--- src/rtl/bfba_pkg.sv ---
`timescale 1ns / 1ps

package bfba_pkg;

    // Item kinds
    localparam logic KIND_LOAD  = 1'b0;
    localparam logic KIND_ALLOC = 1'b1;

    // Result status codes
    typedef enum logic [1:0] {
        ST_LOADED  = 2'd0,
        ST_FULL    = 2'd1,
        ST_GRANTED = 2'd2,
        ST_NOFIT   = 2'd3
    } t_status;

    // Command beat
    typedef struct packed {
        logic        kind;
        logic [15:0] size;
    } t_cmd;

    // Result beat
    typedef struct packed {
        t_status     status;
        logic [3:0]  block_id;
    } t_rsp;

    // Control part of the search token that travels down the chain
    typedef struct packed {
        logic vld;
        logic found;
    } t_tok_ctl;

endpackage

--- src/rtl/bfba_cell.sv ---
`timescale 1ns / 1ps

module bfba_cell #(
    parameter int SIZE_BITS = 16,
    parameter int ID_BITS   = 4,
    parameter int IDX       = 0
) (
    input  logic                   i_clk,
    input  logic                   i_rst_n,
    // load port
    input  logic                   i_load_en,
    input  logic [ID_BITS-1:0]     i_load_id,
    input  logic [SIZE_BITS-1:0]   i_load_size,
    // grant port
    input  logic                   i_grant_en,
    input  logic [ID_BITS-1:0]     i_grant_id,
    // token from the previous cell
    input  bfba_pkg::t_tok_ctl     i_tok_ctl,
    input  logic [SIZE_BITS-1:0]   i_tok_req,
    input  logic [SIZE_BITS-1:0]   i_tok_size,
    input  logic [ID_BITS-1:0]     i_tok_id,
    // token to the next cell
    output bfba_pkg::t_tok_ctl     o_tok_ctl,
    output logic [SIZE_BITS-1:0]   o_tok_req,
    output logic [SIZE_BITS-1:0]   o_tok_size,
    output logic [ID_BITS-1:0]     o_tok_id
);
    import bfba_pkg::*;

    localparam logic [ID_BITS-1:0] MyId = ID_BITS'(IDX);

    logic                 r_loaded;
    logic                 r_used;
    logic [SIZE_BITS-1:0] r_size;
    t_tok_ctl             r_tok_ctl;
    logic [SIZE_BITS-1:0] r_tok_req;
    logic [SIZE_BITS-1:0] r_tok_size;
    logic [ID_BITS-1:0]   r_tok_id;

    logic fit;
    logic take;

    // Decide whether this block beats the best candidate so far
    always_comb begin
        fit  = r_loaded && !r_used && (r_size >= i_tok_req);
        take = fit && (!i_tok_ctl.found || (r_size < i_tok_size));
    end

    // Hold block state: written on load, marked used on grant
    always_ff @(posedge i_clk) begin
        if (!i_rst_n) begin
            r_loaded <= 1'b0;
            r_used   <= 1'b0;
        end else if (i_load_en && (i_load_id == MyId)) begin
            r_loaded <= 1'b1;
            r_used   <= 1'b0;
        end else if (i_grant_en && (i_grant_id == MyId)) begin
            r_used   <= 1'b1;
        end
    end

    always_ff @(posedge i_clk) begin
        if (i_load_en && (i_load_id == MyId)) begin
            r_size <= i_load_size;
        end
    end

    // Advance the token one cell
    always_ff @(posedge i_clk) begin
        if (!i_rst_n) begin
            r_tok_ctl <= '0;
        end else begin
            r_tok_ctl.vld   <= i_tok_ctl.vld;
            r_tok_ctl.found <= i_tok_ctl.found || fit;
        end
    end

    always_ff @(posedge i_clk) begin
        r_tok_req  <= i_tok_req;
        r_tok_size <= take ? r_size : i_tok_size;
        r_tok_id   <= take ? MyId : i_tok_id;
    end

    assign o_tok_ctl  = r_tok_ctl;
    assign o_tok_req  = r_tok_req;
    assign o_tok_size = r_tok_size;
    assign o_tok_id   = r_tok_id;

endmodule

--- src/rtl/best_fit_block_allocator.sv ---
`timescale 1ns / 1ps
// Load: result strobe in the cycle after start; busy stays low, so one load per cycle
// while no allocate is in flight. Allocate: the search token walks one cell per cycle;
// busy stays high until the result shows, and no new command is taken while busy.
// Synchronous active-low reset empties the table and frees every block.
// The receiver cannot stall: each result strobe lasts exactly one cycle.
module best_fit_block_allocator #(
    parameter int NUM_BLOCKS = 16,
    parameter int SIZE_BITS  = 16
) (
    input  logic            i_clk,
    input  logic            i_rst_n,
    input  logic            start,
    input  bfba_pkg::t_cmd  i_cmd,
    output logic            busy,
    output logic            o_done,
    output bfba_pkg::t_rsp  o_rsp
);
    import bfba_pkg::*;

    localparam int IdBits  = $clog2(NUM_BLOCKS);
    localparam int CntBits = $clog2(NUM_BLOCKS + 1);

    typedef enum logic [1:0] {
        S_IDLE = 2'b01,
        S_SCAN = 2'b10
    } t_state;

    t_state               r_state, n_state;
    logic [CntBits-1:0]   r_count;
    logic                 r_done;
    t_rsp                 r_rsp;

    logic                 accept;
    logic                 do_load;
    logic                 full;
    logic [SIZE_BITS-1:0] cmd_size;
    logic                 grant_en;

    t_tok_ctl             tok_ctl  [0:NUM_BLOCKS];
    logic [SIZE_BITS-1:0] tok_req  [0:NUM_BLOCKS];
    logic [SIZE_BITS-1:0] tok_size [0:NUM_BLOCKS];
    logic [IdBits-1:0]    tok_id   [0:NUM_BLOCKS];

    assign accept   = start && !busy;
    assign cmd_size = SIZE_BITS'(i_cmd.size);
    assign full     = (r_count == CntBits'(NUM_BLOCKS));
    assign do_load  = accept && (i_cmd.kind == KIND_LOAD) && !full;
    assign grant_en = tok_ctl[NUM_BLOCKS].vld && tok_ctl[NUM_BLOCKS].found;

    // Inject a fresh token at the head of the chain
    always_comb begin
        tok_ctl[0].vld   = accept && (i_cmd.kind == KIND_ALLOC);
        tok_ctl[0].found = 1'b0;
        tok_req[0]       = cmd_size;
        tok_size[0]      = '0;
        tok_id[0]        = '0;
    end

    // Row of block cells
    for (genvar g = 0; g < NUM_BLOCKS; g++) begin : g_cell
        bfba_cell #(
            .SIZE_BITS (SIZE_BITS),
            .ID_BITS   (IdBits),
            .IDX       (g)
        ) u_cell (
            .i_clk       (i_clk),
            .i_rst_n     (i_rst_n),
            .i_load_en   (do_load),
            .i_load_id   (r_count[IdBits-1:0]),
            .i_load_size (cmd_size),
            .i_grant_en  (grant_en),
            .i_grant_id  (tok_id[NUM_BLOCKS]),
            .i_tok_ctl   (tok_ctl[g]),
            .i_tok_req   (tok_req[g]),
            .i_tok_size  (tok_size[g]),
            .i_tok_id    (tok_id[g]),
            .o_tok_ctl   (tok_ctl[g+1]),
            .o_tok_req   (tok_req[g+1]),
            .o_tok_size  (tok_size[g+1]),
            .o_tok_id    (tok_id[g+1])
        );
    end

    // Sequence: stay busy while a search token is in flight
    always_comb begin
        n_state = r_state;
        unique case (r_state)
            S_IDLE: begin
                if (accept && (i_cmd.kind == KIND_ALLOC)) begin
                    n_state = S_SCAN;
                end
            end
            S_SCAN: begin
                if (tok_ctl[NUM_BLOCKS].vld) begin
                    n_state = S_IDLE;
                end
            end
            default: n_state = S_IDLE;
        endcase
    end

    always_ff @(posedge i_clk) begin
        if (!i_rst_n) begin
            r_state <= S_IDLE;
            r_count <= '0;
            r_done  <= 1'b0;
        end else begin
            r_state <= n_state;
            if (do_load) begin
                r_count <= r_count + CntBits'(1);
            end
            r_done <= (accept && (i_cmd.kind == KIND_LOAD)) || tok_ctl[NUM_BLOCKS].vld;
        end
    end

    // Register the result beat
    always_ff @(posedge i_clk) begin
        priority if (tok_ctl[NUM_BLOCKS].vld) begin
            r_rsp.status   <= grant_en ? ST_GRANTED : ST_NOFIT;
            r_rsp.block_id <= grant_en ? 4'(tok_id[NUM_BLOCKS]) : 4'd0;
        end else if (accept && (i_cmd.kind == KIND_LOAD)) begin
            r_rsp.status   <= full ? ST_FULL : ST_LOADED;
            r_rsp.block_id <= full ? 4'd0 : 4'(r_count);
        end else begin
            r_rsp <= r_rsp;
        end
    end

    assign busy   = (r_state == S_SCAN);
    assign o_done = r_done;
    assign o_rsp  = r_rsp;

endmodule

--- config.mk ---
export PLATFORM = sky130hd
export DESIGN_NAME = best_fit_block_allocator
export DESIGN_NICKNAME = d
export VERILOG_FILES = /design/src/rtl/bfba_pkg.sv /design/src/rtl/bfba_cell.sv /design/src/rtl/best_fit_block_allocator.sv
export SDC_FILE = /design/constraint.sdc
export NUM_CORES = 1
export LEC_CHECK = 0
export BUFFER_PORTS_ARGS = -buffer_cell sky130_fd_sc_hd__buf_2
export CAP_MARGIN = 25
export CORE_AREA = 5 5 327 329
export CTS_CLUSTER_SIZE = 14
export DETAILED_ROUTE_END_ITERATION = 16
export DIE_AREA = 0 0 332 334
export SLEW_MARGIN = 5
export SYNTH_ARGS = -nofsm -noshare
export SYNTH_HDL_FRONTEND = slang
export SYNTH_SLANG_ARGS = --single-unit
--- constraint.sdc ---
create_clock -name i_clk -period 4 [get_ports i_clk]
set_input_delay 0 -clock i_clk [delete_from_list [all_inputs] [get_ports i_clk]]
set_output_delay 0 -clock i_clk [all_outputs]
set_load 0.01 [all_outputs]
==> impl_metrics.json, run 1 <==
{
  "relSlewSlack_pct": 36.9,
  "row_count": 118,
  "die-area_um2": 111000,
  "drc_errors": 0,
  "synth_edf_count": 262,
  "syn_area_per_cell_um2": 11.8,
  "power_leakage_nw": 17.3,
  "post-cts-setup-buffers": 0,
  "final_common_cell": "dfxtp_1",
  "place_hpwl_um": 60000,
  "synth.distinct_cells": 54,
  "core-area_um2": 103000,
  "top_layer": "met4",
  "final_cell_mix": "601 x dfxtp_1, 497 x inv_1, 485 x ha_1",
  "insertion_delay_ps": 650,
  "crit_type": "reg2reg",
  "via_count": 21424,
  "syn-num-nets": 3559,
  "cts_max_level": 3,
  "fin_nets": 3697,
  "rsz0062_at_grt": "no",
  "cts_tree": "done",
  "grt_pass1_wl_um": 126000,
  "wl_met1_um": 36600,
  "crit_arrival_ps": 3710,
  "fin_crit_sh_pct": 80.0,
  "synthFlopType": "dfxtp_1",
  "fp.dieW_um": 332,
  "tightest_slew_ps": 946,
  "avgViaCountPerCell": 4.61,
  "post-route-cell-area_um2": 41400,
  "outcome": "finished, final reports clean",
  "synth.yosys.seq_area_share_pct": 55.2,
  "fmax_ghz": 0.312,
  "antenna_found_initial": 3,
  "wl_met2_um": 40300,
  "power.total_w": 0.0189,
  "grt_usage_pct": 14.4,
  "start_util_pct": 34.9,
  "power.density_nw_per_um2": 457,
  "cts_buffer_depth": 3,
  "numPortBuffers": 27,
  "cts.sinks": 863,
  "min-delay-path-class": "reg2reg",
  "setup_slack_ps": 799,
  "wl_met3_um": 2080,
  "ant_nets": 0,
  "overflow": 0,
  "wl_per_cell_um": 17.4,
  "drt_wl_total_um": 80800,
  "crit_fanout": 16,
  "end_kind": "register",
  "async_reset_ff_share_pct": 0,
  "final_layout_size_suffix_gt1_share_pct": 14.3,
  "peakVddDrop_uv": 340,
  "whs_ps": 336,
  "grt_max_degree": 41,
  "ys_ff_latch": 863,
  "crit_path_start_kind": "register",
  "syn_inst": 3054,
  "worstPathRequired_ps": 4510,
  "die_h_um": 334,
  "place_congestion": 0.809,
  "drt-initial-drc-count": 995,
  "hold_viol": 0,
  "slew_viol_final": 0,
  "period_needed_ps": 3200,
  "syn_area_um2": 36000,
  "pin_count": 28,
  "placed_area_um2": 38000,
  "drv_cap": 0,
  "ys_warn_count": 0,
  "holdPathStages": 0,
  "finalClockSkew_ps": 28.9,
  "firstDrtPassIters": 5,
  "cts_inserted_buffers": 90,
  "syn2layout_area_growth_pct": 14.9,
  "setup-tns-final_ps": 0,
  "root_buffer": "clkbuf_16",
  "clkTransAtPathRegs_ps": 60,
  "setup_viol": 0,
  "grt_pass1_vias": 21921,
  "pre_cts_slack_ps": 772,
  "reg2reg_depth": 8
}
-- synth_stat cells, types with 4 or more instances --
master / number / area [µm²]
a211o_1: 6 / 52.6
a21oi_1: 177 / 886
inv_1: 497 / 1870
buf_4: 4 / 30.0
nor3_1: 11 / 55.1
and4_1: 8 / 70.1
ha_1: 485 / 6070
o21a_1: 53 / 398
or2_2: 26 / 163
buf_2: 14 / 70.1
nand2b_1: 48 / 300
a41oi_1: 4 / 35.0
o21ai_1: 5 / 25.0
mux2_1: 9 / 101
nor4_1: 7 / 43.8
o41ai_1: 7 / 61.3
nor4b_1: 4 / 35.0
a31oi_1: 8 / 50.1
dfxtp_1: 601 / 12000
a211oi_1: 21 / 158
a21o_1: 30 / 225
nor2_1: 94 / 353
o21ai_0: 85 / 425
nand3_1: 20 / 100
nor3b_1: 16 / 120
edfxtp_1: 262 / 7870
a221oi_1: 9 / 78.8
nand4_1: 44 / 275
mux2_4: 7 / 105
a221oi_4: 4 / 105
o31ai_1: 10 / 75.1
nor2b_1: 25 / 156
and2_1: 21 / 131
a21boi_0: 5 / 37.5
clkbuf_1: 18 / 67.6
mux2_2: 208 / 2340
nand2_1: 144 / 541
a2111oi_0: 30 / 263
-- per-layer routing --
layer	GRT usage [%]	vias to the layer above
met5	0	-
met4	3.58	0
met3	2.02	121
met2	26.1	233
met1	18.0	10192
li1	-	10878
-- registers in the layout (all words and copies together), names as in the netlist --
register and flops:
g_cell.u_cell.o_tok_req 240, g_cell.u_cell.o_tok_id 49, o_done 1, o_rsp 6, g_cell.u_cell.r_used 16, g_cell.u_cell.o_tok_ctl 32, r_state 2, r_count 5
g_cell.u_cell.r_loaded 16, g_cell.u_cell.r_size 256, g_cell.u_cell.o_tok_size 240
-- final cells by class --
cell class                 count  area (µm²)
antenna                        2        5.00
clock buffer                 138        2760
clock inverter                31         402
fill                        9680       61800
inverter                     497        1870
multi-input combinational   1655       14100
sequential                   863       19900
tap                         1380        1730
timing repair buffer          85         623
-- per-stage QoR --
stage | util [%] | std cells
6_report | 40.1 | 4651
5_1_grt | 40.1 | 4650
4_1_cts | 40.1 | 4649
3_5_place_dp | 36.9 | 4459
3_3_place_gp | 36.9 | 4459
2_1_floorplan | - | 3054
-- critical path, cell delays in order (launching register included) --
cell and delay, ps:
edfxtp_1 420, ha_1 340, nand4_1 120, a2111oi_0 450
nor4_1 150, nor4b_1 370, a21boi_1 500, buf_4 340
mux2_2 370
-- cell families after synthesis --
kind of cell	Yosys count	share of synthesized area [%]
multiplexers	226	7.13
flip-flops	863	55.2
AND/OR/NAND/NOR	470	6.56
XOR/XNOR	4	0.0972
AO/OA/AOI/OAI	470	8.45
adder cells (fa/ha/maj)	485	16.8
buffers and inverters	536	5.71
-- final timing paths --
path                                                             start                                       to  slack, ps
worst min register to register  g_cell[4].u_cell.o_tok_req[10]$_DFF_P_   g_cell[5].u_cell.o_tok_req[10]$_DFF_P_        340
worst max register to register  g_cell[11].u_cell.r_size[11]$_DFFE_PP_  g_cell[11].u_cell.o_tok_size[8]$_DFF_P_        800
worst min-delay path            g_cell[4].u_cell.o_tok_req[10]$_DFF_P_   g_cell[5].u_cell.o_tok_req[10]$_DFF_P_        340
worst max-delay path            g_cell[11].u_cell.r_size[11]$_DFFE_PP_  g_cell[11].u_cell.o_tok_size[8]$_DFF_P_        800
-- power breakdown --
group / internal (W) / leakage (nW) / switching [W]
clock: 0.00528 / 1.56 / 0.00340
sequential: 0.00927 / 7.31 / 0.000166
combinational: 0.000344 / 8.47 / 0.000479
total: 0.0149 / 17.3 / 0.00405
-- what timing repair did --
item,4_1_cts,5_1_grt
gates resized for setup,0,0
endpoints found under the hold margin,262,0
hold buffers,21,0
Note: power is estimated with default switching activity, not from simulation.
==> run 2: changes to the inputs <==
==> constraint.sdc (replaced) <==
create_clock -name i_clk -period 2.6 [get_ports i_clk]
set_input_delay 0 -clock i_clk [delete_from_list [all_inputs] [get_ports i_clk]]
set_output_delay 0 -clock i_clk [all_outputs]
set_load 0.01 [all_outputs]
==> run 2 against run 1 <==
The run now ends with setup timing left. Final cell count is 6.7% higher. Routed wire length is 7.8% higher. Critical path depth stayed put. Core utilization is 4.7 points higher. Combinational power is 100% higher. Critical path type unchanged. Fmax is 17% higher. Flip-flop and latch count stayed put. Sequential power is 54% higher. First-iteration DRC count is 2.9% lower.
==> impl_metrics.json, run 2 (synthesized netlist as in run 1, its figures left out) <==
{
  "outcome": "finished, violations left",
  "violations": "setup timing",
  "r2r_slack_ps": -130,
  "min-delay-path-class": "in2reg",
  "drt_wl_total_um": 87100,
  "setup_slack_ps": -128,
  "grt_max_degree": 41,
  "drv_cap": 0,
  "cts_max_level": 3,
  "cts.sinks": 863,
  "clkTransAtPathRegs_ps": 60,
  "start_util_pct": 34.9,
  "setup_viol": 62,
  "fin_nets": 4010,
  "numPortBuffers": 27,
  "drc_errors": 0,
  "core-area_um2": 103000,
  "cts_tree": "done",
  "post-route-cell-area_um2": 46200,
  "tightest_slew_ps": 662,
  "wl_per_cell_um": 17.5,
  "finalClockSkew_ps": 28.1,
  "row_count": 118,
  "crit_arrival_ps": 3250,
  "overflow": 0,
  "grt_pass1_wl_um": 132000,
  "power.total_w": 0.0292,
  "slew_viol_final": 0,
  "die-area_um2": 111000,
  "final_core_utilization_pct": 44.8,
  "final_layout_size_suffix_gt1_share_pct": 26.7,
  "grt_pass1_vias": 23373,
  "cp_num_buf_inv": 1,
  "final_common_cell": "dfxtp_1",
  "fmax_ghz": 0.367,
  "insertion_delay_ps": 640,
  "ant_nets": 0,
  "power.density_nw_per_um2": 633,
  "worst_path_max_delay_cell": "edfxtp_1",
  "die_h_um": 334,
  "grt_usage_pct": 15.1,
  "pin_count": 28,
  "largest_register_ffs": 256,
  "placed_area_um2": 40100,
  "num-fill-cells": 9367,
  "crit_fanout": 8,
  "peakVddDrop_uv": 548,
  "avgViaCountPerCell": 4.60,
  "hold_viol": 0,
  "drt-initial-drc-count": 966,
  "firstDrtPassIters": 5,
  "crit_path_start_kind": "register",
  "final_cell_mix": "586 x dfxtp_1, 497 x inv_1, 444 x ha_1",
  "end_kind": "register",
  "cts_buffer_depth": 3,
  "fin_crit_sh_pct": 105,
  "place_hpwl_um": 62400,
  "crit_family": "compound AO/OA/AOI/OAI gates",
  "fp.dieW_um": 332,
  "via_count": 22814,
  "antenna_found_initial": 2,
  "root_buffer": "clkbuf_16",
  "regMostFlops": "g_cell.u_cell.r_size",
  "worstPathRequired_ps": 3130,
  "rsz0062_at_grt": "yes",
  "period_needed_ps": 2730,
  "crit_type": "reg2reg",
  "slowest_delay_ps": 430,
  "path_cells": "ha_4 > nand4_1 > a2111oi_4 > nor4_2 > nor4b_2 > a21boi_4 > clkbuf_16 > mux2_4",
  "syn2layout_area_growth_pct": 28.3,
  "power_leakage_nw": 19.3,
  "cts_inserted_buffers": 89,
  "place_congestion": 0.803,
  "relSlewSlack_pct": 55.5
}
[run 2: area by class of cell]
| class | count | area, µm² | share of cell area (%) |
|---|---|---|---|
| inverter | 497 | 1870 | 4.04 |
| clock buffer | 118 | 2490 | 5.39 |
| sequential | 863 | 19900 | 43.1 |
| multi-input combinational | 1655 | 16200 | 35.1 |
| antenna | 3 | 7.51 | 0.0162 |
| tap | 1380 | 1730 | 3.74 |
| clock inverter | 46 | 538 | 1.16 |
| timing repair buffer | 399 | 3460 | 7.48 |
[run 2: per-layer routing]
layer,GRT usage [%],wire length [µm]
met1,18.6,37800
met2,27.8,44500
met3,2.27,2400
met4,3.82,2360
met5,0,0
[run 2: timing repair]
item | 4_1_cts | 5_1_grt
hold buffers | 20 | 0
setup endpoints to repair | 201 | 248
buffers inserted | 42 | 28
cloned | 15 | 6
pin swaps | 64 | 76
hold endpoints to repair | 263 | 0
resized for setup | 244 | 248
[run 2: report_power, final]
group | internal, W | total [W] | switching [W] | leakage, nW
clock | 0.00784 | 0.0131 | 0.00523 | 1.49
combinational | 0.000778 | 0.00166 | 0.000881 | 10.5
sequential | 0.0143 | 0.0145 | 0.000247 | 7.32
[run 2: worst paths after layout]
path | startpoint | end | cells past startpoint
worst min-delay path | i_cmd[5] | g_cell[0].u_cell.o_tok_req[5]$_DFF_P_ | 2
worst max-delay path | g_cell[2].u_cell.r_size[6]$_DFFE_PP_ | g_cell[2].u_cell.o_tok_size[9]$_DFF_P_ | 8
worst max register to register | g_cell[2].u_cell.r_size[6]$_DFFE_PP_ | g_cell[2].u_cell.o_tok_size[9]$_DFF_P_ | 8
worst min register to register | g_cell[4].u_cell.o_tok_req[3]$_DFF_P_ | g_cell[5].u_cell.o_tok_req[3]$_DFF_P_ | 0
[run 2: per-stage QoR]
stage	hold WS [ps]	instances	worst slack (ps)	TNS, ps
after floorplan	27.7	3054	-376	-19440
after global placement	271	4705	-427	-25340
after detailed placement	269	4705	-429	-28630
after CTS	191	4939	-135	-6880
after global routing	194	4959	-242	-18950
final	198	4961	-128	-3250
